## src/gcds_pkg.sv

```systemverilog
`default_nettype none

package gcds_pkg;

  // Width of sizes, factors and the chunk register.
  localparam int unsigned DataW = 32;
  // Width of the shared-power-of-two counter and the divider bit counter.
  localparam int unsigned CntW  = $clog2(DataW);

  // Commands from the controller to the datapath.
  typedef struct packed {
    logic accept;     // take the input beat, load gcd operands
    logic gcd_step;   // one binary gcd step
    logic div_ld_sz;  // start dividing the size by g
    logic div_step;   // one restoring division step
    logic div_ld_rem; // capture size quotient, start dividing the factor by g
    logic rem_wr;     // commit the new remaining factor
    logic out_load;   // move the result into the output register
  } cmd_t;

  // Status from the datapath to the controller.
  typedef struct packed {
    logic need;       // input beat needs the gcd split
    logic gcd_done;   // gcd operand a reached zero
    logic div_last;   // divider is on its final bit
    logic out_free;   // output register can take a result
  } sts_t;

endpackage

`default_nettype wire

```

## src/gcds_ctrl.sv

```systemverilog
`default_nettype none

module gcds_ctrl (
  input  logic           clk_i,
  input  logic           rst_ni,
  input  logic           in_valid_i,
  output logic           in_ready_o,
  input  gcds_pkg::sts_t sts_i,
  output gcds_pkg::cmd_t cmd_o
);
  import gcds_pkg::*;

  typedef enum logic [5:0] {
    S_IDLE    = 6'b000001,
    S_GCD     = 6'b000010,
    S_DIV_SZ  = 6'b000100,
    S_LD_REM  = 6'b001000,
    S_DIV_REM = 6'b010000,
    S_DONE    = 6'b100000
  } state_e;

  state_e state_d, state_q;

  assign in_ready_o = (state_q == S_IDLE);

  // Item: gcd, size and factor division, result; or result alone.
  always_comb begin
    state_d = state_q;
    cmd_o   = '0;
    unique case (state_q)
      S_IDLE: begin
        if (in_valid_i) begin
          cmd_o.accept = 1'b1;
          state_d      = sts_i.need ? S_GCD : S_DONE;
        end
      end
      S_GCD: begin
        if (sts_i.gcd_done) begin
          cmd_o.div_ld_sz = 1'b1;
          state_d         = S_DIV_SZ;
        end else begin
          cmd_o.gcd_step = 1'b1;
        end
      end
      S_DIV_SZ: begin
        cmd_o.div_step = 1'b1;
        if (sts_i.div_last) state_d = S_LD_REM;
      end
      S_LD_REM: begin
        cmd_o.div_ld_rem = 1'b1;
        state_d          = S_DIV_REM;
      end
      S_DIV_REM: begin
        cmd_o.div_step = 1'b1;
        if (sts_i.div_last) state_d = S_DONE;
      end
      S_DONE: begin
        cmd_o.rem_wr = 1'b1;
        if (sts_i.out_free) begin
          cmd_o.out_load = 1'b1;
          state_d        = S_IDLE;
        end
      end
      default: state_d = S_IDLE;
    endcase
  end

  always_ff @(posedge clk_i or negedge rst_ni) begin
    if (!rst_ni) begin
      state_q <= S_IDLE;
    end else begin
      state_q <= state_d;
    end
  end

endmodule

`default_nettype wire

```

## src/gcds_dpath.sv

```systemverilog
`default_nettype none

module gcds_dpath (
  input  logic                       clk_i,
  input  logic                       rst_ni,
  input  gcds_pkg::cmd_t             cmd_i,
  output gcds_pkg::sts_t             sts_o,
  input  logic                       cfg_we_i,
  input  logic [gcds_pkg::DataW-1:0] cfg_wdata_i,
  input  logic [gcds_pkg::DataW-1:0] dim_size_i,
  input  logic                       is_dynamic_i,
  input  logic                       last_i,
  input  logic                       out_ready_i,
  output logic                       out_valid_o,
  output logic [gcds_pkg::DataW-1:0] new_size_o,
  output logic                       last_res_o,
  output logic                       ok_o
);
  import gcds_pkg::*;

  logic [DataW-1:0] chunk_q, rem_q, rem_d;
  logic             run_start_q;
  logic [DataW-1:0] size_q, res_q;
  logic             last_q, calc_q;
  logic [DataW-1:0] a_q, b_q;
  logic [CntW-1:0]  k_q;
  logic [DataW-1:0] div_d_q, div_n_q, div_r_q;
  logic [CntW-1:0]  cnt_q;
  logic             out_valid_q;
  logic [DataW-1:0] new_size_q;
  logic             last_res_q, ok_q;

  logic [DataW-1:0] rem_eff;
  logic [DataW-1:0] g_val;
  logic [DataW:0]   div_t, div_diff;
  logic             div_ge;
  logic [DataW-1:0] rem_final;

  // Pick the factor for this beat: reload from the register at a run start.
  assign rem_eff = run_start_q ? chunk_q : rem_q;
  assign g_val   = b_q << k_q;

  // One restoring division step.
  assign div_t    = {div_r_q, div_n_q[DataW-1]};
  assign div_diff = div_t - {1'b0, div_d_q};
  assign div_ge   = (div_t >= {1'b0, div_d_q});

  assign rem_final = calc_q ? div_n_q : rem_q;
  assign rem_d     = cmd_i.accept ? rem_eff : (cmd_i.rem_wr ? rem_final : rem_q);

  assign sts_o.need     = !is_dynamic_i && (rem_eff > DataW'(1));
  assign sts_o.gcd_done = (a_q == '0);
  assign sts_o.div_last = (cnt_q == {CntW{1'b1}});
  assign sts_o.out_free = !out_valid_q || out_ready_i;

  // Control state: chunk register, factor, run start, output valid.
  always_ff @(posedge clk_i or negedge rst_ni) begin
    if (!rst_ni) begin
      chunk_q     <= DataW'(1);
      rem_q       <= DataW'(1);
      run_start_q <= 1'b1;
      out_valid_q <= 1'b0;
    end else begin
      if (cfg_we_i) chunk_q <= cfg_wdata_i;
      rem_q <= rem_d;
      if (cmd_i.accept) run_start_q <= last_i;
      if (cmd_i.out_load) begin
        out_valid_q <= 1'b1;
      end else if (out_ready_i) begin
        out_valid_q <= 1'b0;
      end
    end
  end

  // Capture the beat and run binary gcd.
  always_ff @(posedge clk_i) begin
    if (cmd_i.accept) begin
      size_q <= dim_size_i;
      last_q <= last_i;
      calc_q <= sts_o.need;
      a_q    <= dim_size_i;
      b_q    <= rem_eff;
      k_q    <= '0;
    end else if (cmd_i.gcd_step) begin
      if (!a_q[0] && !b_q[0]) begin
        a_q <= a_q >> 1;
        b_q <= b_q >> 1;
        k_q <= k_q + CntW'(1);
      end else if (!a_q[0]) begin
        a_q <= a_q >> 1;
      end else if (!b_q[0]) begin
        b_q <= b_q >> 1;
      end else if (a_q >= b_q) begin
        a_q <= a_q - b_q;
      end else begin
        b_q <= b_q - a_q;
      end
    end
  end

  // Shared divider: size / g, then factor / g.
  always_ff @(posedge clk_i) begin
    if (cmd_i.div_ld_sz) begin
      div_d_q <= g_val;
      div_n_q <= size_q;
      div_r_q <= '0;
      cnt_q   <= '0;
    end else if (cmd_i.div_ld_rem) begin
      div_n_q <= rem_q;
      div_r_q <= '0;
      cnt_q   <= '0;
    end else if (cmd_i.div_step) begin
      div_r_q <= div_ge ? div_diff[DataW-1:0] : div_t[DataW-1:0];
      div_n_q <= {div_n_q[DataW-2:0], div_ge};
      cnt_q   <= cnt_q + CntW'(1);
    end
  end

  // Hold the result size: pass through, or take the size quotient.
  always_ff @(posedge clk_i) begin
    if (cmd_i.accept) begin
      res_q <= dim_size_i;
    end else if (cmd_i.div_ld_rem) begin
      res_q <= div_n_q;
    end
  end

  // Output register.
  always_ff @(posedge clk_i) begin
    if (cmd_i.out_load) begin
      new_size_q <= res_q;
      last_res_q <= last_q;
      ok_q       <= last_q && (rem_final <= DataW'(1));
    end
  end

  assign out_valid_o = out_valid_q;
  assign new_size_o  = new_size_q;
  assign last_res_o  = last_res_q;
  assign ok_o        = ok_q;

endmodule

`default_nettype wire

```

## src/gcd_chunk_dim_split.sv

```systemverilog
// Channel  Handshake                 Payload
// in       in_valid_i / in_ready_o   dim_size_i, is_dynamic_i, last_i
// out      out_valid_o / out_ready_i new_size_o, last_res_o, ok_o
// cfg      cfg_we_i                  cfg_wdata_i (chunk count)
//
// One item at a time. A dynamic item, or one arriving once the factor is down
// to 1, skips the split and goes straight to the result. Any other item first
// runs binary gcd steps, then two passes of the shared bit-serial divider.
// The output register lets a new item start while a result waits; a finished
// item stalls until that register is free. Reset: chunk count 1, new run.
`default_nettype none

module gcd_chunk_dim_split (
  input  logic                       clk_i,
  input  logic                       rst_ni,
  input  logic                       cfg_we_i,
  input  logic [gcds_pkg::DataW-1:0] cfg_wdata_i,
  input  logic                       in_valid_i,
  output logic                       in_ready_o,
  input  logic [gcds_pkg::DataW-1:0] dim_size_i,
  input  logic                       is_dynamic_i,
  input  logic                       last_i,
  output logic                       out_valid_o,
  input  logic                       out_ready_i,
  output logic [gcds_pkg::DataW-1:0] new_size_o,
  output logic                       last_res_o,
  output logic                       ok_o
);
  import gcds_pkg::*;

  cmd_t cmd;
  sts_t sts;

  gcds_ctrl u_ctrl (
    .clk_i      (clk_i),
    .rst_ni     (rst_ni),
    .in_valid_i (in_valid_i),
    .in_ready_o (in_ready_o),
    .sts_i      (sts),
    .cmd_o      (cmd)
  );

  gcds_dpath u_dpath (
    .clk_i        (clk_i),
    .rst_ni       (rst_ni),
    .cmd_i        (cmd),
    .sts_o        (sts),
    .cfg_we_i     (cfg_we_i),
    .cfg_wdata_i  (cfg_wdata_i),
    .dim_size_i   (dim_size_i),
    .is_dynamic_i (is_dynamic_i),
    .last_i       (last_i),
    .out_ready_i  (out_ready_i),
    .out_valid_o  (out_valid_o),
    .new_size_o   (new_size_o),
    .last_res_o   (last_res_o),
    .ok_o         (ok_o)
  );

endmodule

`default_nettype wire

```

## config.mk

```make
export PLATFORM = sky130hd
export DESIGN_NAME = gcd_chunk_dim_split
export DESIGN_NICKNAME = d
export VERILOG_FILES = /design/src/gcds_pkg.sv /design/src/gcds_ctrl.sv /design/src/gcds_dpath.sv /design/src/gcd_chunk_dim_split.sv
export SDC_FILE = /design/constraint.sdc
export NUM_CORES = 1
export LEC_CHECK = 0
export BUFFER_PORTS_ARGS = -buffer_cell sky130_fd_sc_hd__buf_4
export CAP_MARGIN = 20
export CORE_ASPECT_RATIO = 2
export CORE_MARGIN = 5
export CORE_UTILIZATION = 43
export CTS_CLUSTER_SIZE = 20
export DETAILED_ROUTE_END_ITERATION = 8
export RECOVER_POWER = 50
export SETUP_SLACK_MARGIN = 0.2
export SLEW_MARGIN = 5
export SYNTH_ARGS = -nofsm -noshare
export SYNTH_HDL_FRONTEND = slang
export SYNTH_SLANG_ARGS = --single-unit
```

## constraint.sdc

```tcl
create_clock -name clk_i -period 3.4 [get_ports clk_i]
set_input_delay 0.17 -clock clk_i [delete_from_list [all_inputs] [get_ports clk_i]]
set_output_delay 0.17 -clock clk_i [all_outputs]
set_load 0.01 [all_outputs]
```

Word-level counts from Yosys, hierarchy flattened
Cells that the tools add are included.
{ "op_classes": {"reduce_logical": 22, "order_cmp": 4, "muxes": 40, "eq_ne": 15, "shift": 1, "n_addsub": 5} }
{ "ops": {"columns": ["op", "n"], "rows": [
  ["$mux W32", 22],
  ["$sub A32 B32 Y32", 3],
  ["$mux W6", 6],
  ["$pmux W6 S6", 1],
  ["$ge A33 B32 Y1", 1],
  ["$ge A32 B32 Y1", 1],
  ["$gt A32 B1 Y1 const B", 1],
  ["$le A32 B1 Y1 const B", 1],
  ["$logic_not A32 Y1", 1],
  ["$shl A32 B5 Y32", 1],
  ["$ne A4 B3 Y1 const B", 3],
  ["$add A5 B1 Y5 const B", 2],
  ["$ne A2 B2 Y1 const B", 5],
  ["$mux W1", 9],
  ["$reduce_bool A2 Y1", 4],
  ["$eq A6 B1 Y1 const B", 1],
  ["$eq A6 B2 Y1 const B", 1],
  ["$eq A6 B3 Y1 const B", 1],
  ["$eq A6 B4 Y1 const B", 1],
  ["$eq A6 B5 Y1 const B", 1],
  ["$eq A6 B6 Y1 const B", 1],
  ["$reduce_and A3 Y1", 2],
  ["$reduce_bool A3 Y1", 2],
  ["$eq A5 B5 Y1 const B", 1],
  ["7 further kinds", 15]
]} }
{ "word_totals": {"regBits": 342, "wordCells": 108, "out_inout_bits": 36} }

Longest topological paths before layout
{ "depth": {"word_depth": 7, "mapped_depth": 13, "depth_no_buf": 13} }

By module
Synthesis repeated with hierarchy kept, for this count alone.
{ "hier_totals": {"cells_unflattened": 2175, "hier_area_um2": 21653.3} }
{ "modules_own_cells": {"columns": ["mod", "instances", "area_each_um2", "cells_each"], "rows": [
  ["gcds_dpath", 1, 21237.9, 2125],
  ["gcds_ctrl", 1, 415.4, 50]
]} }

Worst setup path after synthesis
OpenSTA, ideal clock, no wires.
{ "synth_timing": {"path_type": "register to register", "start": "register u_ctrl.state_q[3]", "end": "register u_dpath.b_q[21], data pin", "setup_ns": 0.321, "stages_incl_launch_ff": 8, "required_time_ns": 3.079, "setup_slack_ns": 0.048, "synth_period_minus_slack_ns": 3.352, "t_arrival_ns": 3.031, "cell_sequence": "dfrtp_1 or4_4 nor3b_4 nand2_4 clkinv_2 clkbuf_1 buf_1 a21oi_1"} }
{ "synth_lines": {"columns": ["item", "line_no", "text"], "rows": [
  ["start, declared", "gcds_ctrl.sv:22", "state_e state_d, state_q;"],
  ["start signal, assigned", "gcds_ctrl.sv:72", "state_q <= state_d;"],
  ["end signal, assigned", "gcds_dpath.sv:82", "b_q <= rem_eff;"],
  ["end signal, assigned", "gcds_dpath.sv:87", "b_q <= b_q >> 1;"],
  ["end signal, assigned", "gcds_dpath.sv:92", "b_q <= b_q >> 1;"],
  ["end, declared", "gcds_dpath.sv:25", "logic [DataW-1:0] a_q, b_q;"]
]} }

Final worst setup path
{ "layout_timing": {"start": "register u_ctrl.state_q[2]", "end": "register u_dpath.a_q[8], data pin"} }
{ "layout_via": {"elab_chain_cells": 3} }
{ "layout_lines": {"columns": ["item", "line_no", "text"], "rows": [
  ["$eq A6 B1 Y1", "gcds_ctrl.sv:30", "unique case (state_q)"],
  ["$mux W1", "gcds_ctrl.sv:30", null],
  ["$mux W32", "gcds_dpath.sv:77", "if (cmd_i.accept) begin"],
  ["end signal, assigned", "gcds_dpath.sv:81", "a_q <= dim_size_i;"],
  ["end signal, assigned", "gcds_dpath.sv:86", "a_q <= a_q >> 1;"],
  ["end signal, assigned", "gcds_dpath.sv:90", "a_q <= a_q >> 1;"],
  ["end, declared", "gcds_dpath.sv:25", null]
]} }
Every way passes these cells.
A chain may end at the register's enable or synchronous reset.

==> results list <==
- Status: finished with violations
* Violated checks: max-capacitance violations, max-slew violations
- Slew at the pin closest to its max-slew limit: 1.889 ns
- Number of nets in the layout: roughly 2600
- The layout has 4527 filler cells.
- Library cell occupying the most area in the post-synthesis netlist: sky130_fd_sc_hd__edfxtp_1
* Synthesized flop and latch total: 342
* Synthesized area per cell: slightly below 10 um^2
- Clock latency on the worst-skew pair, taken at its later pin, is 0.55 ns.
- In this run, flip-flops and latches consume approximately half of the power.
* Reported leakage power: 11.10 nW
- The first global-routing pass estimated approximately 120000 um of wire.
- Required time worst endpoint: between 3 and 4 ns
- The root buffer cell chosen for the clock tree is sky130_fd_sc_hd__clkbuf_16.
- The Yosys step of the flow raised 0 warnings.
* Final Hold Slack: around 0.054 ns
* Worst setup path class: flip-flop to flip-flop
- Std cell rows: about 120
- The die covers roughly 54000 um^2.
- Antenna cell count: 0
* Area added between synthesis and finish: 22.00%
- In this run the remaining antenna-violating nets after routing total 0.
* Count of input and output buffers: roughly 110
* IO Count: 107
* Least setup slack across all paths after layout: between 0.15 and 0.2 ns
* Worst-path maximum fanout: 34
- Between clock sinks in the finished design, the worst skew comes to 0.01835 ns.
- Critical Path Source Type: flip-flop
- Summing all placed instances gives a cell area of around 24000 um^2.
* Comb pwr share: about 2.4%
- The die is between 300 and 400 um tall.
* Routed wire length per instance: between 20 and 30 um
* Pre-antenna DRT Iters: 6
* Total negative slack for setup checks: 0 ns
- Of the cells placed in the final design, the portion with a size suffix greater than 1 is 17.44%.
* Detail-routed via count per cell: around 6
- Total clock buffers created by CTS: 34
- Before CTS, the worst setup slack after placement is -0.07932 ns.
- Sw power: between 0.0015 and 0.002 W
* Count of flip-flops with a built-in enable after synthesis: ~230
* Count of distinct cell types in the synthesized netlist: 89
* Core Area: ~49000 um^2
* Fmax achieved: about 310 MHz
* Number of setup violations in the final report: 0
- Number of max-slew violations in the final report: between 80 and 90
* Internal power: 0.007034 W
- Clock-pin slew on the worst setup and hold paths: 0.07 ns
* Antenna violations before repair: 0
* Area share of the leading cell type in the synthesized netlist: around a third
- The worst setup path is captured at a flip-flop.
- Summing the sequential cell areas from Yosys gives around 45% of the chip area.
- The routed layout has about 19000 vias.
* Effective utilization at floorplan: a little over two fifths
- The hold violation count in the final report came to 0.
* Final weighted congestion in routability-driven placement: between 1 and 1.5
- Post-synth top flop: sky130_fd_sc_hd__edfxtp_1
- The HPWL after detailed placement is ~61000 um.
- Total DRC errors in the routed layout: 0
- In this run the deepest clock path goes through 3 buffers.
- Leading cell type in the layout, fill and taps excluded: sky130_fd_sc_hd__nand2_1
- After routing the design area is ~26000 um^2.
- Clk pwr share: about 47%
* CTS sink count: 342
- The via count of the first global-routing pass came to 18960.
- Largest net degree at the start of global routing: 73
- The top cell types in the final layout, fill and taps aside, are sky130_fd_sc_hd__nand2_1 (268), sky130_fd_sc_hd__buf_4 (228), sky130_fd_sc_hd__edfxtp_1 (228).
- The die is between 150 and 200 um wide.
- Synthesis produced a netlist with a net count of 2352.
* Period Utilization, post-route: around 94%
- TritonCTS clock tree: done
- Share of synthesized flip-flops with an asynchronous set or reset: roughly a fifth
* Number of cells traversed by the worst register-to-register path: 7
* Cells on Worst Hold Path: 3
* Maximum capacitance violations: 2
* Global-route total usage across every layer: about 28%
- CP Data Arrival Time: between 3 and 4 ns
* Worst slew margin relative to its limit: -25.96%
- Power spread over the standard cell area amounts to between 300 and 400 nW/um^2.
- H-tree depth: 2
* Remaining Overflow, GRT: 0
* Unrepaired setup endpoints after global routing: true
- Across the VDD grid, the largest voltage drop is 320.4 uV.
* Switch share: around a fifth
- Gate count after technology mapping: ~2200
- The cell area that synthesis handed to floorplanning was 21180 um^2.
* Worst min-delay path category: primary input to flip-flop
- The detailed router finished its first iteration with 1820 violations.
- Clock period minus worst slack: 3.201 ns
* Cell types with the largest area share after synthesis: sky130_fd_sc_hd__edfxtp_1 (32%), sky130_fd_sc_hd__dfrtp_1 (8.0%), sky130_fd_sc_hd__ha_1 (5.8%), sky130_fd_sc_hd__nand2_1 (4.8%), sky130_fd_sc_hd__mux2i_1 (4.4%)
* Final core utilization: approximately 53%
- Total detailed-routing wirelength: 79070 um
-- repair_timing --
| action | CTS | global route |
|---|---|---|
| hold buffers | 67 | 0 |
| pin swaps | 2 | 11 |
| endpoints found under the hold margin | 161 | 0 |
| resized for setup | 20 | 48 |
| setup endpoints to repair | 115 | 145 |
| buffers inserted | 5 | 6 |
| cloned | 1 | 0 |
-- cell families (layout without fill, tap and decap cells) --
group           Yosys count  in the layout  share of synthesized area [%]
flops                   342            342                          44.83
simple gates            650            650                          14.05
mux                     142            142                          7.745
compound gates          565            565                          17.91
fa+ha+maj               102            102                          6.132
buf+inv                 286            596                          5.541
xor+xnor                 92             92                          3.804
-- per-stage QoR --
stage	power, W	instances
after global routing	0.009166	3132
after floorplan	0.004601	2179
final	0.008948	3132
after CTS	0.009017	3126
after global placement	0.004748	2992
after detailed placement	0.004750	2992
-- final cells by class --
cell class                      instances  area [um^2]  share of cell area, %
Multi-Input combinational cell       1551        10790                  41.75
Sequential cell                       342         9494                  36.74
Timing Repair Buffer                  384         2970                  11.49
Clock buffer                           42        954.7                  3.694
Tap cell                              643        804.5                  3.113
Inverter                              151        568.0                  2.198
Clock inverter                         19        260.3                  1.007
-- cell usage after synthesis, types with 9 or more instances --
master                     instances
sky130_fd_sc_hd__a211oi_1         13
sky130_fd_sc_hd__a21o_1           36
sky130_fd_sc_hd__a21oi_1         174
sky130_fd_sc_hd__a221oi_1         28
sky130_fd_sc_hd__a222oi_1         27
sky130_fd_sc_hd__a22oi_1          16
sky130_fd_sc_hd__a31oi_1          17
sky130_fd_sc_hd__a32oi_1           9
sky130_fd_sc_hd__and3_1           12
sky130_fd_sc_hd__buf_1            15
sky130_fd_sc_hd__buf_2            43
sky130_fd_sc_hd__clkbuf_1         70
sky130_fd_sc_hd__dfrtp_1          68
sky130_fd_sc_hd__dfxtp_1          42
sky130_fd_sc_hd__edfxtp_1        228
sky130_fd_sc_hd__ha_1             99
sky130_fd_sc_hd__inv_1           150
sky130_fd_sc_hd__mux2_2           35
sky130_fd_sc_hd__mux2i_1          93
sky130_fd_sc_hd__mux4_2           14
sky130_fd_sc_hd__nand2_1         271
sky130_fd_sc_hd__nand2b_1         14
sky130_fd_sc_hd__nand3_1          45
sky130_fd_sc_hd__nand4_1          27
sky130_fd_sc_hd__nor2_1          165
sky130_fd_sc_hd__nor2b_1          12
sky130_fd_sc_hd__nor3_1           24
sky130_fd_sc_hd__nor4_1           32
sky130_fd_sc_hd__o21a_1           14
sky130_fd_sc_hd__o21ai_0          94
sky130_fd_sc_hd__o21ai_1          14
sky130_fd_sc_hd__o21bai_1         17
sky130_fd_sc_hd__o221ai_1          9
sky130_fd_sc_hd__o311ai_0         16
sky130_fd_sc_hd__o31ai_1          11
sky130_fd_sc_hd__or3_1             9
sky130_fd_sc_hd__or4_1             9
sky130_fd_sc_hd__xnor2_1          48
sky130_fd_sc_hd__xor2_1           44
-- metal layers --
metal	routed length (um)	share of wire, %	global-route usage (%)	vias to the layer above
li1	-	-	-	8569
met1	27460	35	29.88	9153
met2	41450	52	53.10	751
met3	3583	4.5	2.756	251
met4	6581	8.3	18.78	0
met5	0	0	0	-
-- worst max-delay path: stages, from the launching register on --
cell	delay, ns
sky130_fd_sc_hd__dfrtp_1	0.43
sky130_fd_sc_hd__or4_4	0.56
sky130_fd_sc_hd__nor3b_4	0.37
sky130_fd_sc_hd__nand2_4	0.22
sky130_fd_sc_hd__buf_4	0.25
sky130_fd_sc_hd__clkbuf_2	0.51
sky130_fd_sc_hd__nor2_1	0.49
sky130_fd_sc_hd__nor2_1	0.09
-- path summary, 6_finish.rpt --
check | to | slack (ns) | startpoint
worst max-delay path | u_dpath.a_q[8] | 0.20 | u_ctrl.state_q[2]
worst min-delay path | u_ctrl.state_q[1] | 0.05 | is_dynamic_i
worst max register to register | u_dpath.a_q[8] | 0.20 | u_ctrl.state_q[2]
worst min register to register | u_dpath.new_size_o[17] | 0.42 | u_dpath.res_q[17]
max in group asynchronous | u_dpath.rem_q[9] | 1.60 | rst_ni
min in group asynchronous | u_dpath.chunk_q[29] | 0.69 | rst_ni
-- power groups by stage --
| stage | Clock (W) | Combinational, W | Sequential [W] |
|---|---|---|---|
| after global routing | 0.00444 | 0.000230 | 0.00449 |
| after detailed placement | 0 | 0.000170 | 0.00458 |
| final | 0.00424 | 0.000216 | 0.00449 |
| after floorplan | 0 | 0.0000504 | 0.00455 |
| after global placement | 0 | 0.000168 | 0.00458 |
| after CTS | 0.00429 | 0.000234 | 0.00449 |
-- flip-flops by register name (all words and copies together), names as in the netlist --
register and cells:
u_dpath.run_start_q 1, u_dpath.size_q 32, u_dpath.calc_q 1, u_dpath.div_d_q 32, u_dpath.chunk_q 32, u_ctrl.state_q 6, u_dpath.a_q 32, u_dpath.last_q 1
u_dpath.k_q 5, u_dpath.div_n_q 32, u_dpath.out_valid_o 1, u_dpath.ok_o 1, u_dpath.res_q 32, u_dpath.new_size_o 32, u_dpath.rem_q 32, u_dpath.cnt_q 5
u_dpath.last_res_o 1, u_dpath.div_r_q 32, u_dpath.b_q 32
(Power assumes the default switching activity.)
